## src/rtl/b64d_pkg.sv

```systemverilog
// Shared types, codes and the character classifier for the base64 stream decoder.
// Used by the front, queue, back and top-level modules; depends on nothing else.
package b64d_pkg;

    // Default widths and sizes handed to the top-level parameters.
    localparam int CNT_BITS_DEF    = 16;
    localparam int QUEUE_DEPTH_DEF = 4;

    // Fixed field widths of the stream channels and the capacity register.
    localparam int CHAR_W     = 8;
    localparam int BYTE_W     = 8;
    localparam int STATUS_W   = 3;
    localparam int OUT_CNT_W  = 16;
    localparam int CAP_W      = 16;
    localparam int M_TDATA_W  = 32;
    localparam logic [CAP_W-1:0] CAP_RESET = 16'hFFFF;

    // Payload status codes.
    localparam logic [STATUS_W-1:0] ST_OK             = 3'd0;
    localparam logic [STATUS_W-1:0] ST_BAD_CHAR       = 3'd1;
    localparam logic [STATUS_W-1:0] ST_DATA_AFTER_PAD = 3'd2;
    localparam logic [STATUS_W-1:0] ST_MISPLACED_PAD  = 3'd3;
    localparam logic [STATUS_W-1:0] ST_OVER_CAPACITY  = 3'd4;
    localparam logic [STATUS_W-1:0] ST_INCOMPLETE     = 3'd5;

    // Input item kinds and result kinds.
    localparam logic KIND_CHAR   = 1'b0;
    localparam logic KIND_END    = 1'b1;
    localparam logic RES_DATA    = 1'b0;
    localparam logic RES_STATUS  = 1'b1;

    // Character classes.
    typedef enum logic [1:0] {
        CH_SEXTET = 2'd0,
        CH_PAD    = 2'd1,
        CH_SPACE  = 2'd2,
        CH_BAD    = 2'd3
    } char_kind_t;

    typedef struct packed {
        char_kind_t  kind;
        logic [5:0]  sext;
    } char_info_t;

    // One unit of work for the back end: a status result or one to three bytes.
    typedef struct packed {
        logic                        is_end;
        logic [1:0]                  nb;
        logic [2:0][BYTE_W-1:0]      bytes;
        logic [STATUS_W-1:0]         status;
        logic [OUT_CNT_W-1:0]        count;
    } job_t;

    // Maps an ASCII code to its base64 class and sextet value.
    function automatic char_info_t classify(input logic [CHAR_W-1:0] c);
        char_info_t r;
        r.kind = CH_BAD;
        r.sext = '0;
        if (c >= 8'h41 && c <= 8'h5A) begin
            r.kind = CH_SEXTET;
            r.sext = 6'(c - 8'h41);
        end else if (c >= 8'h61 && c <= 8'h7A) begin
            r.kind = CH_SEXTET;
            r.sext = 6'(c - 8'h61 + 8'd26);
        end else if (c >= 8'h30 && c <= 8'h39) begin
            r.kind = CH_SEXTET;
            r.sext = 6'(c - 8'h30 + 8'd52);
        end else if (c == 8'h2B) begin
            r.kind = CH_SEXTET;
            r.sext = 6'd62;
        end else if (c == 8'h2F) begin
            r.kind = CH_SEXTET;
            r.sext = 6'd63;
        end else if (c == 8'h3D) begin
            r.kind = CH_PAD;
        end else if (c == 8'h20 || (c >= 8'h09 && c <= 8'h0D)) begin
            r.kind = CH_SPACE;
        end
        return r;
    endfunction

endpackage

```

## src/rtl/b64d_front.sv

```systemverilog
// Front end of the base64 decoder: accepts characters, tracks the group and error
// state, checks capacity and pushes byte or status jobs. Depends on b64d_pkg.
module b64d_front import b64d_pkg::*; #(
    parameter int COUNT_BITS = CNT_BITS_DEF
) (
    input  logic                 aclk,
    input  logic                 aresetn,
    input  logic                 cfg_we,
    input  logic [CAP_W-1:0]     cfg_wdata,
    input  logic                 s_tvalid,
    output logic                 s_tready,
    input  logic                 s_kind,
    input  logic [CHAR_W-1:0]    s_char,
    input  logic                 q_full,
    output logic                 push,
    output job_t                 push_job
);

    localparam int LW = (COUNT_BITS > CAP_W) ? COUNT_BITS : CAP_W;

    logic [CAP_W-1:0]      cap_reg, cap_next;
    logic [2:0][5:0]       sext_reg, sext_next;
    logic [2:0]            pm_reg, pm_next;
    logic [1:0]            fill_reg, fill_next;
    logic                  pad_seen_reg, pad_seen_next;
    logic [STATUS_W-1:0]   err_reg, err_next;
    logic [COUNT_BITS-1:0] cnt_reg, cnt_next;

    logic                  accept;
    char_info_t            info;
    logic                  is_pad;
    logic [5:0]            s3;
    logic [LW-1:0]         cap_w, max_w, limit, avail;
    logic [1:0]            avail_small;
    logic [1:0]            k;
    logic [1:0]            nb;

    assign s_tready = !q_full;
    assign accept   = s_tvalid && !q_full;
    assign info     = classify(s_char);
    assign is_pad   = (info.kind == CH_PAD);
    assign s3       = is_pad ? 6'd0 : info.sext;

    // Room left under the capacity or the counter's largest value; none when the
    // count already sits at or above a lowered capacity.
    always_comb begin
        cap_w = LW'(cap_reg);
        max_w = LW'({COUNT_BITS{1'b1}});
        limit = (cap_w < max_w) ? cap_w : max_w;
        avail = (limit > LW'(cnt_reg)) ? (limit - LW'(cnt_reg)) : '0;
        avail_small = (avail >= LW'(3)) ? 2'd3 : avail[1:0];
    end

    // Number of bytes the completed group would give before capacity.
    always_comb begin
        if (pm_reg[0] || pm_reg[1]) begin
            k = 2'd0;
        end else if (pm_reg[2]) begin
            k = 2'd1;
        end else if (is_pad) begin
            k = 2'd2;
        end else begin
            k = 2'd3;
        end
        nb = (k < avail_small) ? k : avail_small;
    end

    // Capacity write, and group, error and count update per accepted item.
    always_comb begin
        cap_next      = cfg_we ? cfg_wdata : cap_reg;
        sext_next     = sext_reg;
        pm_next       = pm_reg;
        fill_next     = fill_reg;
        pad_seen_next = pad_seen_reg;
        err_next      = err_reg;
        cnt_next      = cnt_reg;
        push          = 1'b0;
        push_job      = '0;
        push_job.count = OUT_CNT_W'(cnt_reg);
        push_job.bytes[0] = {sext_reg[0], sext_reg[1][5:4]};
        push_job.bytes[1] = {sext_reg[1][3:0], sext_reg[2][5:2]};
        push_job.bytes[2] = {sext_reg[2][1:0], s3};
        if (accept) begin
            if (s_kind == KIND_END) begin
                push            = 1'b1;
                push_job.is_end = 1'b1;
                push_job.status = (err_reg == ST_OK && fill_reg != 2'd0) ?
                                  ST_INCOMPLETE : err_reg;
                sext_next       = '0;
                pm_next         = '0;
                fill_next       = 2'd0;
                pad_seen_next   = 1'b0;
                err_next        = ST_OK;
                cnt_next        = '0;
            end else if (err_reg == ST_OK) begin
                case (info.kind)
                    CH_BAD: begin
                        err_next = ST_BAD_CHAR;
                    end
                    CH_SPACE: begin
                        err_next = err_reg;
                    end
                    default: begin
                        if (!is_pad && pad_seen_reg) begin
                            err_next = ST_DATA_AFTER_PAD;
                        end else begin
                            if (is_pad) begin
                                pad_seen_next = 1'b1;
                            end
                            if (fill_reg != 2'd3) begin
                                sext_next[fill_reg] = s3;
                                pm_next[fill_reg]   = is_pad;
                                fill_next           = fill_reg + 2'd1;
                            end else begin
                                // Group of four complete.
                                fill_next   = 2'd0;
                                push        = (nb != 2'd0);
                                push_job.nb = nb;
                                cnt_next    = cnt_reg + COUNT_BITS'(nb);
                                if (pm_reg[0] || pm_reg[1]) begin
                                    err_next = ST_MISPLACED_PAD;
                                end else if (nb < k) begin
                                    err_next = ST_OVER_CAPACITY;
                                end else if (pm_reg[2] && !is_pad) begin
                                    err_next = ST_MISPLACED_PAD;
                                end
                            end
                        end
                    end
                endcase
            end
        end
    end

    always_ff @(posedge aclk) begin
        if (!aresetn) begin
            cap_reg      <= CAP_RESET;
            sext_reg     <= '0;
            pm_reg       <= '0;
            fill_reg     <= 2'd0;
            pad_seen_reg <= 1'b0;
            err_reg      <= ST_OK;
            cnt_reg      <= '0;
        end else begin
            cap_reg      <= cap_next;
            sext_reg     <= sext_next;
            pm_reg       <= pm_next;
            fill_reg     <= fill_next;
            pad_seen_reg <= pad_seen_next;
            err_reg      <= err_next;
            cnt_reg      <= cnt_next;
        end
    end

endmodule

```

## src/rtl/b64d_queue.sv

```systemverilog
// Short job queue between the decoder front and back ends.
// Register-based FIFO of job_t entries; depends on b64d_pkg.
module b64d_queue import b64d_pkg::*; #(
    parameter int DEPTH = QUEUE_DEPTH_DEF
) (
    input  logic  aclk,
    input  logic  aresetn,
    input  logic  push,
    input  job_t  push_job,
    output logic  full,
    input  logic  pop,
    output logic  head_valid,
    output job_t  head_job
);

    localparam int PW = (DEPTH > 1) ? $clog2(DEPTH) : 1;
    localparam int CW = $clog2(DEPTH + 1);

    job_t            mem_reg [DEPTH];
    logic [PW-1:0]   wr_reg, wr_next;
    logic [PW-1:0]   rd_reg, rd_next;
    logic [CW-1:0]   cnt_reg, cnt_next;
    logic            do_pop;

    assign full       = (cnt_reg == CW'(DEPTH));
    assign head_valid = (cnt_reg != '0);
    assign head_job   = mem_reg[rd_reg];
    assign do_pop     = pop && head_valid;

    // Pointer and fill count update.
    always_comb begin
        wr_next  = wr_reg;
        rd_next  = rd_reg;
        cnt_next = cnt_reg;
        if (push) begin
            wr_next = (wr_reg == PW'(DEPTH - 1)) ? '0 : wr_reg + PW'(1);
        end
        if (do_pop) begin
            rd_next = (rd_reg == PW'(DEPTH - 1)) ? '0 : rd_reg + PW'(1);
        end
        if (push && !do_pop) begin
            cnt_next = cnt_reg + CW'(1);
        end else if (!push && do_pop) begin
            cnt_next = cnt_reg - CW'(1);
        end
    end

    always_ff @(posedge aclk) begin
        if (!aresetn) begin
            wr_reg  <= '0;
            rd_reg  <= '0;
            cnt_reg <= '0;
        end else begin
            wr_reg  <= wr_next;
            rd_reg  <= rd_next;
            cnt_reg <= cnt_next;
        end
    end

    // Entry storage.
    always_ff @(posedge aclk) begin
        if (push) begin
            mem_reg[wr_reg] <= push_job;
        end
    end

endmodule

```

## src/rtl/b64d_back.sv

```systemverilog
// Back end of the base64 decoder: expands queued jobs into results, one per
// cycle when not stalled, via a registered output. Depends on b64d_pkg.
module b64d_back import b64d_pkg::*; (
    input  logic                   aclk,
    input  logic                   aresetn,
    input  logic                   head_valid,
    input  job_t                   head_job,
    output logic                   pop,
    output logic                   m_tvalid,
    input  logic                   m_tready,
    output logic                   m_kind,
    output logic [BYTE_W-1:0]      m_data,
    output logic [STATUS_W-1:0]    m_status,
    output logic [OUT_CNT_W-1:0]   m_count,
    output logic                   m_last
);

    job_t                   cur_reg, cur_next;
    logic                   cur_valid_reg, cur_valid_next;
    logic [1:0]             idx_reg, idx_next;
    logic                   ov_reg, ov_next;
    logic                   okind_reg, okind_next;
    logic [BYTE_W-1:0]      odata_reg, odata_next;
    logic [STATUS_W-1:0]    ostat_reg, ostat_next;
    logic [OUT_CNT_W-1:0]   ocnt_reg, ocnt_next;
    logic                   olast_reg, olast_next;

    logic                   out_free;
    logic                   cur_last;

    assign out_free = !ov_reg || m_tready;
    assign cur_last = cur_reg.is_end || (idx_reg == cur_reg.nb - 2'd1);
    assign pop      = head_valid && (!cur_valid_reg || (out_free && cur_last));

    // Result selection and job sequencing.
    always_comb begin
        cur_next       = cur_reg;
        cur_valid_next = cur_valid_reg;
        idx_next       = idx_reg;
        ov_next        = ov_reg && !m_tready;
        okind_next     = okind_reg;
        odata_next     = odata_reg;
        ostat_next     = ostat_reg;
        ocnt_next      = ocnt_reg;
        olast_next     = olast_reg;
        if (cur_valid_reg && out_free) begin
            ov_next    = 1'b1;
            olast_next = cur_last;
            if (cur_reg.is_end) begin
                okind_next = RES_STATUS;
                odata_next = '0;
                ostat_next = cur_reg.status;
                ocnt_next  = cur_reg.count;
            end else begin
                okind_next = RES_DATA;
                odata_next = cur_reg.bytes[idx_reg];
                ostat_next = ST_OK;
                ocnt_next  = cur_reg.count + OUT_CNT_W'(idx_reg) + OUT_CNT_W'(1);
            end
            idx_next = idx_reg + 2'd1;
            if (cur_last) begin
                cur_valid_next = 1'b0;
            end
        end
        if (pop) begin
            cur_next       = head_job;
            cur_valid_next = 1'b1;
            idx_next       = 2'd0;
        end
    end

    always_ff @(posedge aclk) begin
        if (!aresetn) begin
            cur_valid_reg <= 1'b0;
            idx_reg       <= 2'd0;
            ov_reg        <= 1'b0;
        end else begin
            cur_valid_reg <= cur_valid_next;
            idx_reg       <= idx_next;
            ov_reg        <= ov_next;
        end
    end

    // Job and result payload registers.
    always_ff @(posedge aclk) begin
        cur_reg   <= cur_next;
        okind_reg <= okind_next;
        odata_reg <= odata_next;
        ostat_reg <= ostat_next;
        ocnt_reg  <= ocnt_next;
        olast_reg <= olast_next;
    end

    assign m_tvalid = ov_reg;
    assign m_kind   = okind_reg;
    assign m_data   = odata_reg;
    assign m_status = ostat_reg;
    assign m_count  = ocnt_reg;
    assign m_last   = olast_reg;

endmodule

```

## src/rtl/base64_stream_decoder.sv

```systemverilog
// Top level of the streaming base64 decoder: connects front end, job queue and back end.
// Depends on b64d_pkg, b64d_front, b64d_queue and b64d_back.
//
// The decoder takes one character or end request per cycle as long as its job queue
// has room. Each group of four base64 symbols gives at most three byte requests, and
// each end request gives one status request carrying the payload status and byte
// count; the back end sends one result per cycle, unless m_tready stalls it, through
// a registered output while the front end keeps accepting. The user must write capacity
// through cfg_we/cfg_wdata only while the decoder is idle; the block does not enforce
// this. Capacity survives end requests. Bytes of a payload whose final status is not
// zero are to be discarded.
module base64_stream_decoder import b64d_pkg::*; #(
    parameter int COUNT_BITS  = CNT_BITS_DEF,
    parameter int QUEUE_DEPTH = QUEUE_DEPTH_DEF
) (
    input  logic                  aclk,
    input  logic                  aresetn,
    input  logic                  cfg_we,
    input  logic [CAP_W-1:0]      cfg_wdata,    // capacity
    input  logic                  s_tvalid,
    output logic                  s_tready,
    input  logic [CHAR_W-1:0]     s_tdata,      // [7:0] char_byte
    input  logic [0:0]            s_tuser,      // [0] kind
    output logic                  m_tvalid,
    input  logic                  m_tready,
    output logic [M_TDATA_W-1:0]  m_tdata,      // [7:0] data_byte, [10:8] status,
                                                // [26:11] byte_count, [31:27] zero
    output logic [0:0]            m_tuser,      // [0] result_kind
    output logic                  m_tlast       // last_of_run
);

    logic                  q_full;
    logic                  push;
    job_t                  push_job;
    logic                  pop;
    logic                  head_valid;
    job_t                  head_job;
    logic                  m_kind;
    logic [BYTE_W-1:0]     m_data;
    logic [STATUS_W-1:0]   m_status;
    logic [OUT_CNT_W-1:0]  m_count;

    b64d_front #(
        .COUNT_BITS (COUNT_BITS)
    ) u_front (
        .aclk      (aclk),
        .aresetn   (aresetn),
        .cfg_we    (cfg_we),
        .cfg_wdata (cfg_wdata),
        .s_tvalid  (s_tvalid),
        .s_tready  (s_tready),
        .s_kind    (s_tuser[0]),
        .s_char    (s_tdata),
        .q_full    (q_full),
        .push      (push),
        .push_job  (push_job)
    );

    b64d_queue #(
        .DEPTH (QUEUE_DEPTH)
    ) u_queue (
        .aclk       (aclk),
        .aresetn    (aresetn),
        .push       (push),
        .push_job   (push_job),
        .full       (q_full),
        .pop        (pop),
        .head_valid (head_valid),
        .head_job   (head_job)
    );

    b64d_back u_back (
        .aclk       (aclk),
        .aresetn    (aresetn),
        .head_valid (head_valid),
        .head_job   (head_job),
        .pop        (pop),
        .m_tvalid   (m_tvalid),
        .m_tready   (m_tready),
        .m_kind     (m_kind),
        .m_data     (m_data),
        .m_status   (m_status),
        .m_count    (m_count),
        .m_last     (m_tlast)
    );

    // Pack the result fields, lowest field first.
    assign m_tdata    = {5'd0, m_count, m_status, m_data};
    assign m_tuser[0] = m_kind;

endmodule

```

## config.mk

```make
export PLATFORM = sky130hd
export DESIGN_NAME = base64_stream_decoder
export DESIGN_NICKNAME = d
export VERILOG_FILES = /design/src/rtl/b64d_pkg.sv /design/src/rtl/b64d_front.sv /design/src/rtl/b64d_queue.sv /design/src/rtl/b64d_back.sv /design/src/rtl/base64_stream_decoder.sv
export SDC_FILE = /design/constraint.sdc
export NUM_CORES = 1
export LEC_CHECK = 0
export BUFFER_PORTS_ARGS = -buffer_cell sky130_fd_sc_hd__clkbuf_2
export CAP_MARGIN = 15
export CORE_MARGIN = 1
export CORE_UTILIZATION = 60
export DETAILED_ROUTE_END_ITERATION = 10
export PLACE_DENSITY = 0.87
export SLEW_MARGIN = 5
export SYNTH_ARGS = -nofsm -noshare
export SYNTH_HDL_FRONTEND = slang
export SYNTH_SLANG_ARGS = --single-unit
export TNS_END_PERCENT = 10
```

## constraint.sdc

```tcl
create_clock -name aclk -period 7 [get_ports aclk]
set_input_delay 0.7 -clock aclk [delete_from_list [all_inputs] [get_ports aclk]]
set_output_delay 0.7 -clock aclk [all_outputs]
set_load 0.05 [all_outputs]
```

==> metrics <==
status finished clean; library cells used by synthesis 86; number of synthesized flops with an enable pin 259; Avg Inst Size Synth 13.9 um^2; setup bufs post-CTS 0; Least-Margin Pin Slew 1070 ps; TritonCTS Buffers 34; CP max stage cell or3b_1; DIE HEIGHT 158 um; CTS tree done; Resized cells post-CTS 0; CP Launch Type flop; Horiz. Die Dim 158 um; ANT nets after route 0; Crit Path Class reg2reg; core region area 23700 um^2; drt initial violations 893; Port Buffers 60; Clock Sinks 329; HP Class in2reg; CTS Root Cell clkbuf_16; CP bufs+invs 2; max_cap viols 0; Total GRT Usage 25.0%; Highest Clock Rate 178 MHz; Final Cycle Share 80.4%; Initial DRT Pass Iterations 5; routability cong. 0.927; final worst path period need 5630 ps; Vias per Instance 6.10; initial antenna violation count 0; Total Nets Final 1179; drt wl/cell 20.7 um; met1 usage 35.9%; Setup violations, final 0; number of H-tree levels 2; setup_tns 0 ps; initial cell density of the core 61.6%; Clock transition at path regs 60 ps; Post-CTS Hold Buffers 0; DR DRC count 0; skew final 18.0 ps; M3 GR Usage 4.30%; M2 GR Usage 39.6%; std cell rows 56; RSZ-0062 raised after global routing no; crit end category flop; CP max stage delay 460 ps; final wirelength 30.0 mm; Syn Std Cell Area 14600 um^2; Util after Layout 68.7%; ys flop type edfxtp_1; worst path required time 7440 ps; asr flop ratio synth 0%; global-route wire length before repair 46.7 mm; Yosys warnings 0; GRT Residual Overflow 0; Layout Cells excl Fill 1449; worst vdd ir 0.193 mV; largest net degree at the start of global routing 60; vias in the first global route 8449; Synth Instances 1051; Max transition margin 28.5%; max reg flops 184; grt peak-use layer met2; Yosys reg bits 329; maximum clock path buffer count 3; num ports 66; Die Area 24900 um^2; Ant. Diodes 0; dpl cells 1388; share of layout cells above drive strength 1 17.8%; crit-path max FO 7; worst skew pair latency 520 ps; Hold Fails Final Rpt 0; Tot Pwr 0.00573 W; register area share after synthesis 63.0%; Lkg Pwr 5.63 nW; crit-path leading delay family simple AND/OR/NAND/NOR gates; final slew viol count 0; PwrDens 352 nW/um^2; area grow syn2layout 11.6%; most used cell, CP ha_1; via count 8844; CP Data Arrival Time 6070 ps; cells along the critical path ha_1, inv_1, fa_1, xor2_1, a221oi_2, o211ai_1, a2111oi_1, o2111ai_1, or3b_1, nor3_1, nor2_1, ha_1, nor2b_1, nor3_1, a32oi_1, and3_1, ha_1, inv_1, fa_1, xor2_1, or3_1, a21boi_0; Post-DP HPWL 19.2 mm
==> path summary, 6_finish.rpt <==
check | from | endpoint | slack, ps | cells after the start
worst min register to register | u_front.cap_reg[7] | u_front.cap_reg[7] | 490 | 2
worst max register to register | u_front.cnt_reg[0] | u_queue.cnt_reg[2] | 1370 | 22
worst max-delay path | u_front.cnt_reg[0] | u_queue.cnt_reg[2] | 1370 | 22
worst min-delay path | cfg_wdata[10] | u_front.cap_reg[10] | 400 | 3
==> kinds of logic (layout without fill, tap and decap cells) <==
family                   count (synthesis)  in the layout  share of synthesized area (%)
multiplexers                            77             77                           9.26
other                                    1              5                         0.0257
buffers and inverters                  107            182                           3.09
adder cells (fa/ha/maj)                 43             43                           3.90
flip-flops                             329            329                           63.0
AND/OR/NAND/NOR                        292            292                           10.3
AO/OA/AOI/OAI                          164            164                           8.16
XOR/XNOR                                38             38                           2.28
==> worst register-to-register path: cells and delay by family, from the launching register on <==
kind,cells,cell delay (ps)
and+or+nand+nor,7,1690
adders and majority gates,5,1620
AOI/OAI and AO/OA,6,1250
DFF,1,450
buffers and inverters,2,150
xor gates and xnor gates,2,400
==> per-stage QoR <==
| stage | instance area [um^2] | hold slack [ps] | setup slack (ps) |
|---|---|---|---|
| detailed placement | 15100 | 470 | 1530 |
| global route | 16300 | 395 | 1080 |
| global placement | 15100 | 462 | 1730 |
| finish | 16300 | 403 | 1370 |
| CTS | 16300 | 389 | 1420 |
| floorplan | 14600 | 424 | 1820 |
==> per-layer routing <==
metal  vias to the layer above  part of all wire (%)
li1                       4060                     -
met3                        47                   8.6
met5                         -                     0
met4                         0                   1.9
met2                       465                    47
met1                      4272                    42
==> cells in the final DEF, fill, tap and decap left out, drive strengths merged, types with 6 or more instances in the layout <==
cell and n:
and3 15, inv 53, o41ai 6, ha 39, buf 11, xor2 9, mux2i 28, o21a 6
nand4 10, nand2b 10, a21oi 45, a22oi 12, nor4 10, mux4 46, o211ai 7, a31oi 8
clkbuf 103, o21ai 25, xnor2 29, dfxtp 70, nand3 23, clkinv 11, o2bb2ai 9, nand2 61
and2 24, nor2 68, or3 9, nor2b 29, nor3 18, edfxtp 259
==> where the power goes <==
part,internal (W),leakage (nW),switching (W)
combinational,0.000427,2.07,0.000777
sequential,0.00250,3.00,0.000199
clock,0.00108,0.556,0.000746
==> cell usage after synthesis, types with 3 or more instances <==
| cell type | n | area [um^2] |
|---|---|---|
| edfxtp_1 | 259 | 7780 |
| dfxtp_1 | 70 | 1400 |
| nor2_1 | 68 | 255 |
| nand2_1 | 61 | 229 |
| inv_1 | 50 | 188 |
| mux4_2 | 46 | 1040 |
| a21oi_1 | 41 | 205 |
| ha_1 | 39 | 488 |
| clkbuf_1 | 34 | 128 |
| nor2b_1 | 29 | 181 |
| xnor2_1 | 29 | 254 |
| mux2i_1 | 28 | 280 |
| and2_1 | 23 | 144 |
| nand3_1 | 22 | 110 |
| o21ai_0 | 18 | 90.1 |
| nor3_1 | 17 | 85.1 |
| and3_1 | 15 | 93.8 |
| a22oi_1 | 12 | 90.1 |
| nand2b_1 | 10 | 62.6 |
| nand4_1 | 10 | 62.6 |
| nor4_1 | 9 | 56.3 |
| o2bb2ai_1 | 9 | 78.8 |
| or3_1 | 9 | 56.3 |
| xor2_1 | 9 | 78.8 |
| a31oi_1 | 7 | 43.8 |
| buf_1 | 7 | 26.3 |
| buf_4 | 7 | 52.6 |
| o211ai_1 | 7 | 52.6 |
| o21a_1 | 6 | 45.0 |
| o21ai_1 | 6 | 30.0 |
| a21o_1 | 5 | 37.5 |
| buf_2 | 5 | 25.0 |
| o41ai_1 | 5 | 43.8 |
| a21boi_0 | 4 | 30.0 |
| a21oi_2 | 4 | 35.0 |
| fa_1 | 4 | 80.1 |
| a211o_1 | 3 | 26.3 |
| mux2_2 | 3 | 33.8 |
| o2111ai_1 | 3 | 26.3 |
| or2_2 | 3 | 18.8 |
==> final cells by class <==
| type | instances | area (um^2) |
|---|---|---|
| inverter | 51 | 191 |
| sequential | 329 | 9180 |
| clock inverter | 17 | 191 |
| tap | 319 | 399 |
| clock buffer | 43 | 946 |
| multi-input combinational | 619 | 4970 |
| timing repair buffer | 71 | 383 |
| fill | 1551 | 7420 |
Power figures use the tool's default switching activity.
